[src/hw/rtl/thdns_pkg.sv]
// Shared types and defaults for the text hex/decimal number swapper.
// Holds the controller command and datapath status structs; no dependencies.
package thdns_pkg;

  // Default number formats
  localparam int HEX_DIGITS_DFLT = 8;
  localparam int VALUE_BITS_DFLT = 31;

  // Commands from the controller, at most one high in a cycle
  typedef struct packed {
    logic accept;   // take the input byte, resolve a held zero
    logic main;     // classify the byte against the scan state
    logic conv;     // one shift-add-3 step of the decimal converter
    logic num;      // emit or skip one character of a number
    logic chr;      // emit the held text byte
    logic flush;    // end of line: start the final number, clear state
  } cmd_t;

  // Status from the datapath
  typedef struct packed {
    logic acc_done;   // held zero met 'x': byte fully handled
    logic acc_hex;    // ... and a decimal run must be printed in hex first
    logic acc_flush;  // ... and the byte ends the line
    logic main_num;   // main step starts a number printout
    logic main_hex;   // that printout is hex
    logic eol;        // current byte ends the line
    logic conv_done;  // last converter step
    logic num_done;   // last character position of the number
    logic char_pend;  // text byte waits behind the number
    logic flush_due;  // end of line not yet flushed
    logic flush_num;  // flush prints a number
    logic flush_hex;  // that number is hex
    logic out_free;   // output register can take a byte this cycle
  } stat_t;

endpackage

[src/hw/rtl/thdns_ctrl.sv]
// Sequencing controller for the number swapper.
// Depends on thdns_pkg (cmd_t, stat_t); drives the datapath by commands only.
module thdns_ctrl (
  input  logic               clk_i,
  input  logic               rst_ni,
  input  logic               in_valid_i,
  output logic               in_stall_o,
  input  thdns_pkg::stat_t   stat_i,
  output thdns_pkg::cmd_t    cmd_o
);
  import thdns_pkg::*;

  typedef enum logic [5:0] {
    ST_IDLE  = 6'b000001,
    ST_MAIN  = 6'b000010,
    ST_CONV  = 6'b000100,
    ST_NUM   = 6'b001000,
    ST_CHAR  = 6'b010000,
    ST_FLUSH = 6'b100000
  } state_e;

  state_e state_q, state_d;

  // Next state and command decode
  always_comb begin
    state_d = state_q;
    cmd_o   = '0;
    unique case (state_q)
      ST_IDLE: begin
        if (in_valid_i) begin
          cmd_o.accept = 1'b1;
          if (stat_i.acc_hex) begin
            state_d = ST_NUM;
          end else if (stat_i.acc_done) begin
            state_d = stat_i.acc_flush ? ST_FLUSH : ST_IDLE;
          end else begin
            state_d = ST_MAIN;
          end
        end
      end
      ST_MAIN: begin
        // waits for a free output, as a text byte may go out directly
        if (stat_i.out_free) begin
          cmd_o.main = 1'b1;
          if (stat_i.main_num) begin
            state_d = stat_i.main_hex ? ST_NUM : ST_CONV;
          end else begin
            state_d = stat_i.eol ? ST_FLUSH : ST_IDLE;
          end
        end
      end
      ST_CONV: begin
        cmd_o.conv = 1'b1;
        if (stat_i.conv_done) begin
          state_d = ST_NUM;
        end
      end
      ST_NUM: begin
        if (stat_i.out_free) begin
          cmd_o.num = 1'b1;
          if (stat_i.num_done) begin
            if (stat_i.char_pend) begin
              state_d = ST_CHAR;
            end else if (stat_i.flush_due) begin
              state_d = ST_FLUSH;
            end else begin
              state_d = ST_IDLE;
            end
          end
        end
      end
      ST_CHAR: begin
        if (stat_i.out_free) begin
          cmd_o.chr = 1'b1;
          state_d   = stat_i.flush_due ? ST_FLUSH : ST_IDLE;
        end
      end
      ST_FLUSH: begin
        cmd_o.flush = 1'b1;
        if (stat_i.flush_num) begin
          state_d = stat_i.flush_hex ? ST_NUM : ST_CONV;
        end else begin
          state_d = ST_IDLE;
        end
      end
      default: begin
        state_d = ST_IDLE;
      end
    endcase
  end

  assign in_stall_o = (state_q != ST_IDLE);

  always_ff @(posedge clk_i or negedge rst_ni) begin
    if (!rst_ni) begin
      state_q <= ST_IDLE;
    end else begin
      state_q <= state_d;
    end
  end

endmodule

[src/hw/rtl/thdns_dpath.sv]
// Datapath of the number swapper: scan state, accumulator, hex/decimal printer
// and output register. Depends on thdns_pkg; driven by thdns_ctrl commands.
module thdns_dpath #(
  parameter int HEX_DIGITS = thdns_pkg::HEX_DIGITS_DFLT,
  parameter int VALUE_BITS = thdns_pkg::VALUE_BITS_DFLT
) (
  input  logic               clk_i,
  input  logic               rst_ni,
  input  logic [7:0]         char_in_i,
  input  logic               end_of_line_i,
  input  thdns_pkg::cmd_t    cmd_i,
  output thdns_pkg::stat_t   stat_o,
  output logic               out_valid_o,
  input  logic               out_stall_i,
  output logic [7:0]         char_out_o,
  output logic               last_of_run_o
);
  import thdns_pkg::*;

  localparam int MAX_RESULTS = 12;
  localparam int HEX_W       = 4 * HEX_DIGITS;
  localparam int DEC_DIGITS  = (VALUE_BITS * 301) / 1000 + 1;
  localparam int DEC_W       = 4 * DEC_DIGITS;
  localparam int MAX_DIG     = (HEX_DIGITS > DEC_DIGITS) ? HEX_DIGITS : DEC_DIGITS;
  localparam int IDX_W       = $clog2(MAX_DIG);
  localparam int HEX_IDX_W   = $clog2(HEX_DIGITS);
  localparam int DEC_IDX_W   = $clog2(DEC_DIGITS);
  localparam int CONV_W      = $clog2(VALUE_BITS);
  localparam int ACC_W       = VALUE_BITS + 5;
  localparam int CNT_W       = $clog2(MAX_RESULTS + 1);

  localparam logic [7:0] CHR_0 = 8'h30;
  localparam logic [7:0] CHR_9 = 8'h39;
  localparam logic [7:0] CHR_A = 8'h41;
  localparam logic [7:0] CHR_F = 8'h46;
  localparam logic [7:0] CHR_X = 8'h78;

  typedef enum logic [1:0] {
    MODE_TEXT = 2'd0,
    MODE_DEC  = 2'd1,
    MODE_HEX  = 2'd2
  } mode_e;

  typedef enum logic [1:0] {
    PFX_NONE = 2'd0,
    PFX_X    = 2'd1,
    PFX_ZERO = 2'd2
  } pfx_e;

  // Scan state and current byte
  mode_e                 mode_q, mode_d;
  logic                  zp_q, zp_d;
  logic [VALUE_BITS-1:0] value_q, value_d;
  logic [7:0]            char_q, char_d;
  logic                  eol_q, eol_d;
  logic                  char_pend_q, char_pend_d;
  logic                  flushed_q, flushed_d;
  logic [CNT_W-1:0]      cnt_q, cnt_d;

  // Number printer
  logic [VALUE_BITS-1:0]       num_q, num_d;
  logic                        hex_q, hex_d;
  pfx_e                        pfx_q, pfx_d;
  logic [IDX_W-1:0]            idx_q, idx_d;
  logic                        started_q, started_d;
  logic [DEC_DIGITS-1:0][3:0]  bcd_q, bcd_d;
  logic [CONV_W-1:0]           conv_cnt_q, conv_cnt_d;

  // Output register
  logic       out_valid_q;
  logic [7:0] out_char_q;
  logic       out_last_q;

  logic                        is_zero, is_dec, is_hex, in_is_x;
  logic [3:0]                  dig_val;
  logic [VALUE_BITS-1:0]       digit_ext;
  logic                        acc_b16;
  logic [3:0]                  acc_d;
  logic [ACC_W-1:0]            acc_ext, acc_prod, acc_sum;
  logic [VALUE_BITS-1:0]       acc_res;
  logic                        flush_look;
  logic [HEX_DIGITS-1:0][3:0]  hex_nib;
  logic [DEC_DIGITS-1:0][3:0]  bcd_adj;
  logic [DEC_W-1:0]            adj_flat;
  logic [3:0]                  cur_dig;
  logic [7:0]                  dig_chr;
  logic                        ld_hex, ld_dec;
  logic [VALUE_BITS-1:0]       ld_val;
  logic                        emit_req, emit_last, emit_en, out_free;
  logic [7:0]                  emit_chr;

  // Byte classes
  assign is_zero   = (char_q == CHR_0);
  assign is_dec    = (char_q >= CHR_0) && (char_q <= CHR_9);
  assign is_hex    = is_dec || ((char_q >= CHR_A) && (char_q <= CHR_F));
  assign dig_val   = is_dec ? char_q[3:0] : (char_q[3:0] + 4'd9);
  assign digit_ext = VALUE_BITS'(char_q[3:0]);
  assign in_is_x   = (char_in_i == CHR_X);

  // Saturating multiply-accumulate by 10 or 16
  assign acc_b16  = cmd_i.main && (mode_q == MODE_HEX);
  assign acc_d    = cmd_i.main ? dig_val : 4'd0;
  assign acc_ext  = ACC_W'(value_q);
  assign acc_prod = acc_b16 ? (acc_ext << 4) : ((acc_ext << 3) + (acc_ext << 1));
  assign acc_sum  = acc_prod + ACC_W'(acc_d);
  assign acc_res  = (|acc_sum[ACC_W-1:VALUE_BITS]) ? {VALUE_BITS{1'b1}}
                                                   : acc_sum[VALUE_BITS-1:0];

  // A later flush will print something
  assign flush_look = eol_q && !flushed_q &&
                      (zp_q || (mode_q == MODE_DEC) || (mode_q == MODE_HEX));

  // Printer digit selection
  assign hex_nib  = HEX_W'(num_q);
  assign cur_dig  = hex_q ? hex_nib[idx_q[HEX_IDX_W-1:0]] : bcd_q[idx_q[DEC_IDX_W-1:0]];
  assign dig_chr  = (cur_dig < 4'd10) ? (CHR_0 + {4'h0, cur_dig})
                                      : (CHR_A - 8'd10 + {4'h0, cur_dig});

  // Shift-add-3 correction of each decimal digit
  always_comb begin
    for (int k = 0; k < DEC_DIGITS; k++) begin
      bcd_adj[k] = (bcd_q[k] >= 4'd5) ? (bcd_q[k] + 4'd3) : bcd_q[k];
    end
  end
  assign adj_flat = bcd_adj;

  assign out_free = !out_valid_q || !out_stall_i;

  // Status to the controller
  always_comb begin
    stat_o           = '0;
    stat_o.acc_done  = zp_q && in_is_x;
    stat_o.acc_hex   = zp_q && in_is_x && (mode_q == MODE_DEC);
    stat_o.acc_flush = zp_q && in_is_x && end_of_line_i;
    stat_o.main_num  = ((mode_q == MODE_HEX) && !is_hex) || ((mode_q == MODE_DEC) && !is_dec);
    stat_o.main_hex  = (mode_q == MODE_DEC);
    stat_o.eol       = eol_q;
    stat_o.conv_done = (conv_cnt_q == '0);
    stat_o.num_done  = (pfx_q == PFX_NONE) && (idx_q == '0);
    stat_o.char_pend = char_pend_q;
    stat_o.flush_due = eol_q && !flushed_q;
    stat_o.flush_num = zp_q || (mode_q == MODE_DEC) || (mode_q == MODE_HEX);
    stat_o.flush_hex = zp_q || (mode_q == MODE_DEC);
    stat_o.out_free  = out_free;
  end

  // Next-state logic for scan state and printer
  always_comb begin
    char_d      = char_q;
    eol_d       = eol_q;
    mode_d      = mode_q;
    zp_d        = zp_q;
    value_d     = value_q;
    char_pend_d = char_pend_q;
    flushed_d   = flushed_q;
    cnt_d       = cnt_q;
    num_d       = num_q;
    hex_d       = hex_q;
    pfx_d       = pfx_q;
    idx_d       = idx_q;
    started_d   = started_q;
    bcd_d       = bcd_q;
    conv_cnt_d  = conv_cnt_q;
    ld_hex      = 1'b0;
    ld_dec      = 1'b0;
    ld_val      = value_q;
    emit_req    = 1'b0;
    emit_chr    = char_q;
    emit_last   = 1'b0;

    // New byte: settle a held zero against it
    if (cmd_i.accept) begin
      char_d      = char_in_i;
      eol_d       = end_of_line_i;
      char_pend_d = 1'b0;
      flushed_d   = 1'b0;
      cnt_d       = '0;
      if (zp_q) begin
        zp_d = 1'b0;
        if (in_is_x) begin
          ld_hex  = (mode_q == MODE_DEC);
          mode_d  = MODE_HEX;
          value_d = '0;
        end else if (mode_q == MODE_DEC) begin
          value_d = acc_res;
        end else begin
          mode_d  = MODE_DEC;
          value_d = '0;
        end
      end
    end

    // Main classification
    if (cmd_i.main) begin
      case (mode_q)
        MODE_HEX: begin
          if (is_hex) begin
            value_d = acc_res;
          end else begin
            ld_dec  = 1'b1;
            mode_d  = MODE_TEXT;
            value_d = '0;
            if (is_zero) begin
              zp_d = 1'b1;
            end else if (is_dec) begin
              mode_d  = MODE_DEC;
              value_d = digit_ext;
            end else begin
              char_pend_d = 1'b1;
            end
          end
        end
        MODE_DEC: begin
          if (is_zero) begin
            zp_d = 1'b1;
          end else if (is_dec) begin
            value_d = acc_res;
          end else begin
            ld_hex      = 1'b1;
            mode_d      = MODE_TEXT;
            value_d     = '0;
            char_pend_d = 1'b1;
          end
        end
        default: begin
          mode_d  = MODE_TEXT;
          value_d = '0;
          if (is_zero) begin
            zp_d = 1'b1;
          end else if (is_dec) begin
            mode_d  = MODE_DEC;
            value_d = digit_ext;
          end else begin
            // plain text goes straight out and always ends the run
            emit_req  = 1'b1;
            emit_last = 1'b1;
          end
        end
      endcase
    end

    // Decimal conversion step
    if (cmd_i.conv) begin
      bcd_d      = {adj_flat[DEC_W-2:0], num_q[VALUE_BITS-1]};
      num_d      = {num_q[VALUE_BITS-2:0], 1'b0};
      conv_cnt_d = conv_cnt_q - 1'b1;
    end

    // One printer position: prefix, skipped leading zero or digit
    if (cmd_i.num) begin
      case (pfx_q)
        PFX_ZERO: begin
          emit_req = 1'b1;
          emit_chr = CHR_0;
          pfx_d    = PFX_X;
        end
        PFX_X: begin
          emit_req = 1'b1;
          emit_chr = CHR_X;
          pfx_d    = PFX_NONE;
        end
        default: begin
          if ((cur_dig != 4'd0) || started_q || (idx_q == '0)) begin
            emit_req  = 1'b1;
            emit_chr  = dig_chr;
            emit_last = (idx_q == '0) && !char_pend_q && !flush_look;
            started_d = 1'b1;
          end
          if (idx_q != '0) begin
            idx_d = idx_q - 1'b1;
          end
        end
      endcase
    end

    // Text byte held behind a number
    if (cmd_i.chr) begin
      emit_req    = 1'b1;
      emit_last   = 1'b1;
      char_pend_d = 1'b0;
    end

    // End of line: print what is open and clear the scan state
    if (cmd_i.flush) begin
      flushed_d = 1'b1;
      if (zp_q) begin
        ld_hex = 1'b1;
        ld_val = (mode_q == MODE_DEC) ? acc_res : '0;
      end else if (mode_q == MODE_DEC) begin
        ld_hex = 1'b1;
      end else if (mode_q == MODE_HEX) begin
        ld_dec = 1'b1;
      end
      mode_d  = MODE_TEXT;
      zp_d    = 1'b0;
      value_d = '0;
    end

    // Printer loads
    if (ld_hex) begin
      num_d     = ld_val;
      hex_d     = 1'b1;
      pfx_d     = PFX_ZERO;
      idx_d     = IDX_W'(HEX_DIGITS - 1);
      started_d = 1'b0;
    end
    if (ld_dec) begin
      num_d      = ld_val;
      hex_d      = 1'b0;
      pfx_d      = PFX_NONE;
      idx_d      = IDX_W'(DEC_DIGITS - 1);
      started_d  = 1'b0;
      bcd_d      = '0;
      conv_cnt_d = CONV_W'(VALUE_BITS - 1);
    end

    // Results beyond the per-byte limit are dropped
    if (emit_req && (cnt_q != CNT_W'(MAX_RESULTS))) begin
      cnt_d = cnt_q + 1'b1;
    end
  end

  assign emit_en = emit_req && (cnt_q != CNT_W'(MAX_RESULTS));

  // Control registers
  always_ff @(posedge clk_i or negedge rst_ni) begin
    if (!rst_ni) begin
      mode_q      <= MODE_TEXT;
      zp_q        <= 1'b0;
      value_q     <= '0;
      char_pend_q <= 1'b0;
      flushed_q   <= 1'b0;
      cnt_q       <= '0;
      out_valid_q <= 1'b0;
    end else begin
      mode_q      <= mode_d;
      zp_q        <= zp_d;
      value_q     <= value_d;
      char_pend_q <= char_pend_d;
      flushed_q   <= flushed_d;
      cnt_q       <= cnt_d;
      if (emit_en) begin
        out_valid_q <= 1'b1;
      end else if (!out_stall_i) begin
        out_valid_q <= 1'b0;
      end
    end
  end

  // Payload registers
  always_ff @(posedge clk_i) begin
    char_q     <= char_d;
    eol_q      <= eol_d;
    num_q      <= num_d;
    hex_q      <= hex_d;
    pfx_q      <= pfx_d;
    idx_q      <= idx_d;
    started_q  <= started_d;
    bcd_q      <= bcd_d;
    conv_cnt_q <= conv_cnt_d;
    if (emit_en) begin
      out_char_q <= emit_chr;
      out_last_q <= emit_last || (cnt_q == CNT_W'(MAX_RESULTS - 1));
    end
  end

  assign out_valid_o   = out_valid_q;
  assign char_out_o    = out_char_q;
  assign last_of_run_o = out_last_q;

endmodule

[src/hw/rtl/text_hex_dec_number_swapper.sv]
// Top level of the text number swapper: controller plus datapath.
// Depends on thdns_pkg, thdns_ctrl and thdns_dpath.
//
//  channel | signals                                   | direction
//  --------+-------------------------------------------+----------
//  in      | in_valid_i, in_stall_o, char_in_i,        | to block
//          | end_of_line_i                             |
//  out     | out_valid_o, out_stall_i, char_out_o,     | from block
//          | last_of_run_o                             |
//
// A text or digit byte is handled by the transfer, then one classify step.
// A hex printout emits the 0x prefix, then one character position per nibble
// (HEX_DIGITS); a decimal printout first runs the shift-add-3 converter over
// all VALUE_BITS bits, then one position per decimal digit. End of line adds
// a flush step. Input is stalled until every byte of a run is produced.
// Reset is asynchronous and active low; output stalls hold the printer.
module text_hex_dec_number_swapper #(
  parameter int HEX_DIGITS = thdns_pkg::HEX_DIGITS_DFLT,
  parameter int VALUE_BITS = thdns_pkg::VALUE_BITS_DFLT
) (
  input  logic       clk_i,
  input  logic       rst_ni,
  input  logic       in_valid_i,
  output logic       in_stall_o,
  input  logic [7:0] char_in_i,
  input  logic       end_of_line_i,
  output logic       out_valid_o,
  input  logic       out_stall_i,
  output logic [7:0] char_out_o,
  output logic       last_of_run_o
);
  import thdns_pkg::*;

  cmd_t  cmd;
  stat_t stat;

  thdns_ctrl u_ctrl (
    .clk_i      (clk_i),
    .rst_ni     (rst_ni),
    .in_valid_i (in_valid_i),
    .in_stall_o (in_stall_o),
    .stat_i     (stat),
    .cmd_o      (cmd)
  );

  thdns_dpath #(
    .HEX_DIGITS (HEX_DIGITS),
    .VALUE_BITS (VALUE_BITS)
  ) u_dpath (
    .clk_i         (clk_i),
    .rst_ni        (rst_ni),
    .char_in_i     (char_in_i),
    .end_of_line_i (end_of_line_i),
    .cmd_i         (cmd),
    .stat_o        (stat),
    .out_valid_o   (out_valid_o),
    .out_stall_i   (out_stall_i),
    .char_out_o    (char_out_o),
    .last_of_run_o (last_of_run_o)
  );

endmodule

[config.mk]
export PLATFORM = sky130hd
export DESIGN_NAME = text_hex_dec_number_swapper
export DESIGN_NICKNAME = d
export VERILOG_FILES = /design/src/hw/rtl/thdns_pkg.sv /design/src/hw/rtl/thdns_ctrl.sv /design/src/hw/rtl/thdns_dpath.sv /design/src/hw/rtl/text_hex_dec_number_swapper.sv
export SDC_FILE = /design/constraint.sdc
export NUM_CORES = 1
export LEC_CHECK = 0
export BUFFER_PORTS_ARGS = -buffer_cell sky130_fd_sc_hd__buf_4
export CAP_MARGIN = 20
export CORE_ASPECT_RATIO = 0.9
export CORE_MARGIN = 1.5
export CORE_UTILIZATION = 55
export CTS_BUF_LIST = sky130_fd_sc_hd__clkbuf_8
export CTS_CLUSTER_SIZE = 8
export DETAILED_ROUTE_END_ITERATION = 10
export MAX_ROUTING_LAYER = met4
export PLACE_DENSITY = 0.69
export SYNTH_ARGS = -nofsm -noshare
export SYNTH_HDL_FRONTEND = slang
export SYNTH_SLANG_ARGS = --single-unit
[constraint.sdc]
create_clock -name clk_i -period 13.3 [get_ports clk_i]
set_input_delay 1.995 -clock clk_i [delete_from_list [all_inputs] [get_ports clk_i]]
set_output_delay 1.995 -clock clk_i [all_outputs]
set_load 0.1 [all_outputs]
* Word-level counts from Yosys, hierarchy flattened *
Index checks and enable logic that the tools add are counted.

word-level totals
  bits of input ports = 13
  output and inout bits = 11
  register bits after elaboration = 149

operators by class
  reduce and logical (&&, ||, !) cells = 51
  muxes and demuxes = 132
  add/sub/neg operators = 18
  equal/unequal tests = 23
  bitwise operators = 1
  order comparisons = 17

operator list
  operator             number
  $mux 31              15
  $mux 4               24
  $mux 6               14
  $pmux 31 s2          1
  $mux 1               55
  $ge 4x3->1 const B   10
  $add 36x4->36        1
  $add 4x2->4 const B  9
  $mux 36              1
  $pmux 6 s6           1
  $add 34x32->35       1
  $mux 8               3
  $mux 2               11
  $bmux 4 s4           1
  $pmux 8 s2           1
  $add 6x4->7 const A  2
  $logic_and 1x1->1    14
  $bmux 4 s3           1
  $ne 2x1->1 const B   5
  $reduce_bool 2->1    5
  $reduce_and 3->1     3
  $eq 8x6->1 const B   1
  $eq 8x7->1 const B   1
  $ge 8x6->1 const B   1
  other kinds (38)     61

* Depth between registers and ports, before layout *
  depth in word-level cells = 17
  gate-level depth with buffers = 24
  depth with buffers taken out = 22

* Modules after synthesis *
From an unflattened synthesis, not the netlist that was laid out.

second synthesis, totals
  cell total of the unflattened synthesis = 1531
  area total of the unflattened synthesis = 12431.9 µm²

modules (own cells, without submodules)
  module       times used  cells an instance  area an instance (µm²)
  thdns_dpath  1           1460               11845.1
  thdns_ctrl   1           71                 586.8

* Least setup slack after synthesis *
Ideal clock, no wire load.

  kind = input -> register
  start point = input out_stall_i
  end point = register u_dpath.num_q[10] (data pin)
  setup time = 0.267 ns
  arrival time = 6.381 ns
  slack = 6.652 ns
  buffers on the path = 6
  stages = 21
  path through = nand2_1 -> nand4_4 -> clkbuf_1 -> clkbuf_1 -> clkbuf_1 -> clkbuf_1 -> nand2_1 -> fa_1 -> inv_1 -> a21oi_1 -> nand3b_1 -> or3_1 -> nor2_1 -> and4b_1 -> and4b_1 -> nand4_1 -> o21ba_1 -> buf_2 -> buf_6 -> a211oi_2 -> o21ai_0

between the ends
  word-level cells in the longest chain between the ends = 14
  elaborated cells on any way between the ends = 24
  those cells by class = 1 x add/sub; 19 x mux; 4 x reduce/logical

ends and longest elaborated chain
  item                         RTL line                           source
  start, declared              text_hex_dec_number_swapper.sv:28  input logic out_stall_i,
  $logic_not 1->1 (*)          thdns_dpath.sv:127                 assign out_free = !out_valid_q || !out_stall_i;
  $logic_or 1x1->1 (*)         thdns_dpath.sv:127
  $mux 1 (*)                   thdns_ctrl.sv:43                   if (stat_i.out_free) begin
  $mux 1 (*)                   thdns_ctrl.sv:28                   unique case (state_q)
  $logic_and 1x1->1            thdns_dpath.sv:101                 assign acc_b16 = cmd_i.main && (mode_q == MODE_HEX);
  $mux 36                      thdns_dpath.sv:104                 assign acc_prod = acc_b16 ? (acc_ext << 4) : ((acc_ext << 3) + (acc_ext << 1));
  $add 36x4->36                thdns_dpath.sv:105                 assign acc_sum = acc_prod + ACC_W'(acc_d);
  $reduce_or 5->1              thdns_dpath.sv:106                 assign acc_res = (|acc_sum[ACC_W-1:VALUE_BITS]) ? {VALUE_BITS{1'b1}}
  $mux 31                      thdns_dpath.sv:106
  $mux 31                      thdns_dpath.sv:288                 ld_val = (mode_q == MODE_DEC) ? acc_res : '0;
  $mux 31                      thdns_dpath.sv:286                 if (zp_q) begin
  $mux 31                      thdns_dpath.sv:284                 if (cmd_i.flush) begin
  $mux 31                      thdns_dpath.sv:300                 if (ld_hex) begin
  $mux 31 (*)                  thdns_dpath.sv:307                 if (ld_dec) begin
  named net u_dpath.num_d[10]  thdns_dpath.sv:61                  logic [VALUE_BITS-1:0] num_q, num_d;
  end signal, assigned         thdns_dpath.sv:354                 num_q <= num_d;
  end, declared                thdns_dpath.sv:61

The timed path passes the listed nets; every way through them passes the cells marked *.
A chain may end at the register's enable or synchronous reset.

* Final worst setup path *
  start point = input out_stall_i
  end point = register u_dpath.value_q[3]

between the ends
  word-level cells in the longest chain between the ends = 17
  elaborated cells on any way between the ends = 20
  those cells by class = 1 x add/sub; 15 x mux; 4 x reduce/logical

ends and longest elaborated chain
  item                          RTL line            source
  $logic_not 1->1 (*)           thdns_dpath.sv:127
  $logic_or 1x1->1 (*)          thdns_dpath.sv:127
  $mux 1 (*)                    thdns_ctrl.sv:43
  $mux 1 (*)                    thdns_ctrl.sv:28
  $logic_and 1x1->1             thdns_dpath.sv:101
  $mux 36                       thdns_dpath.sv:104
  $add 36x4->36                 thdns_dpath.sv:105
  $reduce_or 5->1               thdns_dpath.sv:106
  (+2 left out)                 -
  $mux 31                       thdns_dpath.sv:180  if (in_is_x) begin
  $mux 31                       thdns_dpath.sv:178  if (zp_q) begin
  $mux 31                       thdns_dpath.sv:172  if (cmd_i.accept) begin
  $mux 31                       thdns_dpath.sv:214  if (is_zero) begin
  $pmux 31 s2                   thdns_dpath.sv:195  case (mode_q)
  $mux 31 (*)                   thdns_dpath.sv:194  if (cmd_i.main) begin
  $mux 31 (*)                   thdns_dpath.sv:284
  named net u_dpath.value_d[3]  thdns_dpath.sv:53   logic [VALUE_BITS-1:0] value_q, value_d;
  end signal, assigned          thdns_dpath.sv:338  value_q <= value_d;
  end, declared                 thdns_dpath.sv:53

Marks and branches as above.

==> flow_summary.yaml <==
detailed_routing:
  vias: 10200
  routed_via_density: 6.27
  postRouteAntennaNets: 0
  drc: 0
  drt-total-wl_mm: 29.2
  wire_per_inst_um: 17.9
  drt_iter0_drc: 806
  first_pass_iters: 5
power:
  power_density_mw_per_mm2: 103
  pwr-share-seq_pct: 44.0
  irDropWorstVdd_uv: 61.0
  p_int_w: 0.000814
  p_clk_share_pct: 29.7
  p_sw_share_pct: 34.5
  power.switching_w: 0.000428
  p_leak_nw: 4.98
  p_comb_share_pct: 26.2
run_status:
  status: "completed"
setup_path:
  worstSetupPathType: "in -> reg"
  path_cells: "buf_4 > nand2_1 > nand4_4 > nand2_1 > inv_1 > ha_1 > a21o_1 > a21oi_1 > nand3b_1 > or3_4 > a2111oi_4 > nand2_2 > nor3b_4 > mux2i_1 > o21ba_1 > buf_4 > o21ai_0 > a211oi_1"
  critPathSlowestCell: "nand4_4"
  reg2reg_slack_ps: 7670
  arrival_ps: 6720
  r2r_end: "u_dpath.value_q[3]"
  critPathMaxStageDelay_ps: 650
  crit_fanout: 42
  path_delay_family: "simple AND/OR/NAND/NOR gates"
  reg2regPathDepth: 20
  crit_buf_inv: 3
  reg2reg_from: "u_dpath.char_q[6]"
  end_kind: "flip-flop"
  cp.required_ps: 13660
  setup.worst_path.start_class: "input pin"
clock_network:
  clockBufferDepth: 2
  cts_tree: "built"
  postCtsHoldBufs: 0
  cts_resized: 0
  clk_pin_slew_ps: 70
  clk_latency_ps: 460
  post_cts_buffers: 0
  htreeDepth: 4
  root_buffer: "clkbuf_8"
  cts_inserted_buffers: 17
  numClockSinks: 149
timing:
  timing.fmax_mhz: 157
  whs_ps: 473
  relSlewSlack_pct: 20.4
  worst_slew_pin_slew_ps: 1160
  tns_ps: 0
  setup_viol: 0
  skew_ps: 8.38
  hold_viol: 0
  fin_crit_ps: 6360
  fin_crit_sh_pct: 47.8
  final-max-slew-violation-count: 0
  rsz0062_at_grt: "no"
final_layout:
  most-common-layout-cells: "nor2_1, a21oi_1, nand2_1, o21ai_0, ha_1"
  n_antenna_cell: 0
  area_delta_synth_final_pct: 6.30
  drive_above_1_share_pct: 7.20
  finalNetCount: 1444
synth:
  ys.flop_type: "dfxtp_1"
  ys_seq_area_share_pct: 32.7
  syn_nets: 1466
  syn_inst: 1384
  syn_area_mm2: 0.0113
  yosysUniqueCellTypes: 80
  ys_seq_elements: 149
  async_reset_ff_share_pct: 31.5
  ys_warn_count: 0
  syn_avg_cell_area_um2: 8.20
  synth-edff-count: 49
global_routing:
  globalRouteTotalUtil_pct: 28.6
  antenna_found_initial: 0
  grt_max_degree: 77
  overflow: 0
  grt_pass1_vias: 9647
  grt_pass1_wl_mm: 48.7
hold_path:
  min_to: "u_dpath.pfx_q[1]"
  hold_path_class: "reg -> reg"
  min_from: "u_dpath.pfx_q[1]"
  hold_depth: 2
placement:
  dp_hpwl_mm: 21.1
  numPortBuffers: 23
  place_congestion: 0.898
die:
  die_area_mm2: 0.0215
  io_pins: 24
  fp.dieH_um: 139
  core-area_mm2: 0.0201
  initial_core_util_pct: 56.4
  rows: 49
  die_x_um: 154
job:
  maxCapViolations: 0
power groups by stage:
stage / clock network, W / logic [W] / registers, W
floorplan: 0 / 0.000213 / 0.000571
global placement: 0 / 0.000307 / 0.000555
detailed placement: 0 / 0.000322 / 0.000555
CTS: 0.000375 / 0.000323 / 0.000546
global route: 0.000393 / 0.000355 / 0.000551
finish: 0.000369 / 0.000325 / 0.000547
per-layer routing:
metal / vias up / wire (µm) / global-route usage (%)
met4: 0 / 475 / 7.95
met3: 35 / 1490 / 3.36
met5: - / 0 / -
met1: 4906 / 13700 / 38.6
li1: 5006 / - / -
met2: 280 / 13600 / 45.6
Yosys cell counts (40+ instances only):
cell      count  area share, %
ha_1         67            7.4
dfrtp_1      46             10
o21ai_0     124            5.5
edfxtp_1     49             13
dfxtp_1      53            9.4
nor2_1      143            4.7
clkbuf_1     61            2.0
nand3_1      42            1.9
a21oi_1     143            6.3
xnor2_1      40            3.1
nand2_1     136            4.5
inv_1        60            2.0
flip-flops by register name, indices dropped and copies added, names as in the netlist, 2 cells and up:
signal	flops
u_dpath.num_q	31
u_dpath.mode_q	2
u_dpath.char_q	8
u_dpath.conv_cnt_q	5
u_dpath.pfx_q	2
u_dpath.idx_q	4
u_dpath.cnt_q	4
u_ctrl.state_q	6
u_dpath.char_out_o	8
u_dpath.bcd_q	40
u_dpath.value_q	31
per-stage QoR:
step	instance area (µm²)	std cells	total power, W	util [%]	setup slack, ps
floorplan	11300	1384	0.000784	-	6650
global placement	11600	1597	0.000862	57.8	6670
detailed placement	11700	1598	0.000877	57.9	6540
CTS	12100	1630	0.00124	60.0	7000
global route	12100	1630	0.00130	60.0	6600
finish	12100	1630	0.00124	60.0	6940
final cells by class:
class	instances	area, µm²
Tap cell	255	319
Clock buffer	17	234
Timing Repair Buffer	33	268
Sequential cell	149	3710
Inverter	61	229
Clock inverter	15	173
Fill cell	1816	8050
Multi-Input combinational cell	1100	7130
how the worst max path moves through the flow:
stage                      startpoint                  to  slack [ps]  depth (start not counted)
final                     out_stall_i  u_dpath.value_q[3]        6940                         18
after global routing      out_stall_i  u_dpath.value_q[3]        6600                         18
after CTS                 out_stall_i  u_dpath.value_q[3]        7000                         18
after detailed placement  out_stall_i  u_dpath.value_q[0]        6540                         18
after global placement    out_stall_i  u_dpath.value_q[3]        6670                         18
after floorplan           out_stall_i   u_dpath.num_q[10]        6650                         21
worst register-to-register path: stages (launching register included):
cell	delay, ps
edfxtp_1	430
nor4b_1	730
nand2_1	390
clkinv_1	260
nand2_1	80
a21oi_1	190
ha_1	210
inv_1	60
fa_1	400
inv_1	70
a21oi_1	70
nand3b_1	200
or3_1	480
nor2_1	200
and4b_1	360
and4b_1	280
a31oi_1	110
o21ba_1	220
buf_4	360
o21ai_0	180
a211oi_1	260
logic make-up after synthesis:
logic type / Yosys count / synth area share (%)
and+or+nand+nor: 476 / 20.4
AOI/OAI and AO/OA: 445 / 23.9
DFF: 149 / 32.7
buffers and inverters: 135 / 4.58
adders and majority gates: 69 / 7.74
xor gates and xnor gates: 68 / 5.25
muxes: 42 / 5.40
No activity file was read; power rests on OpenSTA's default activity.
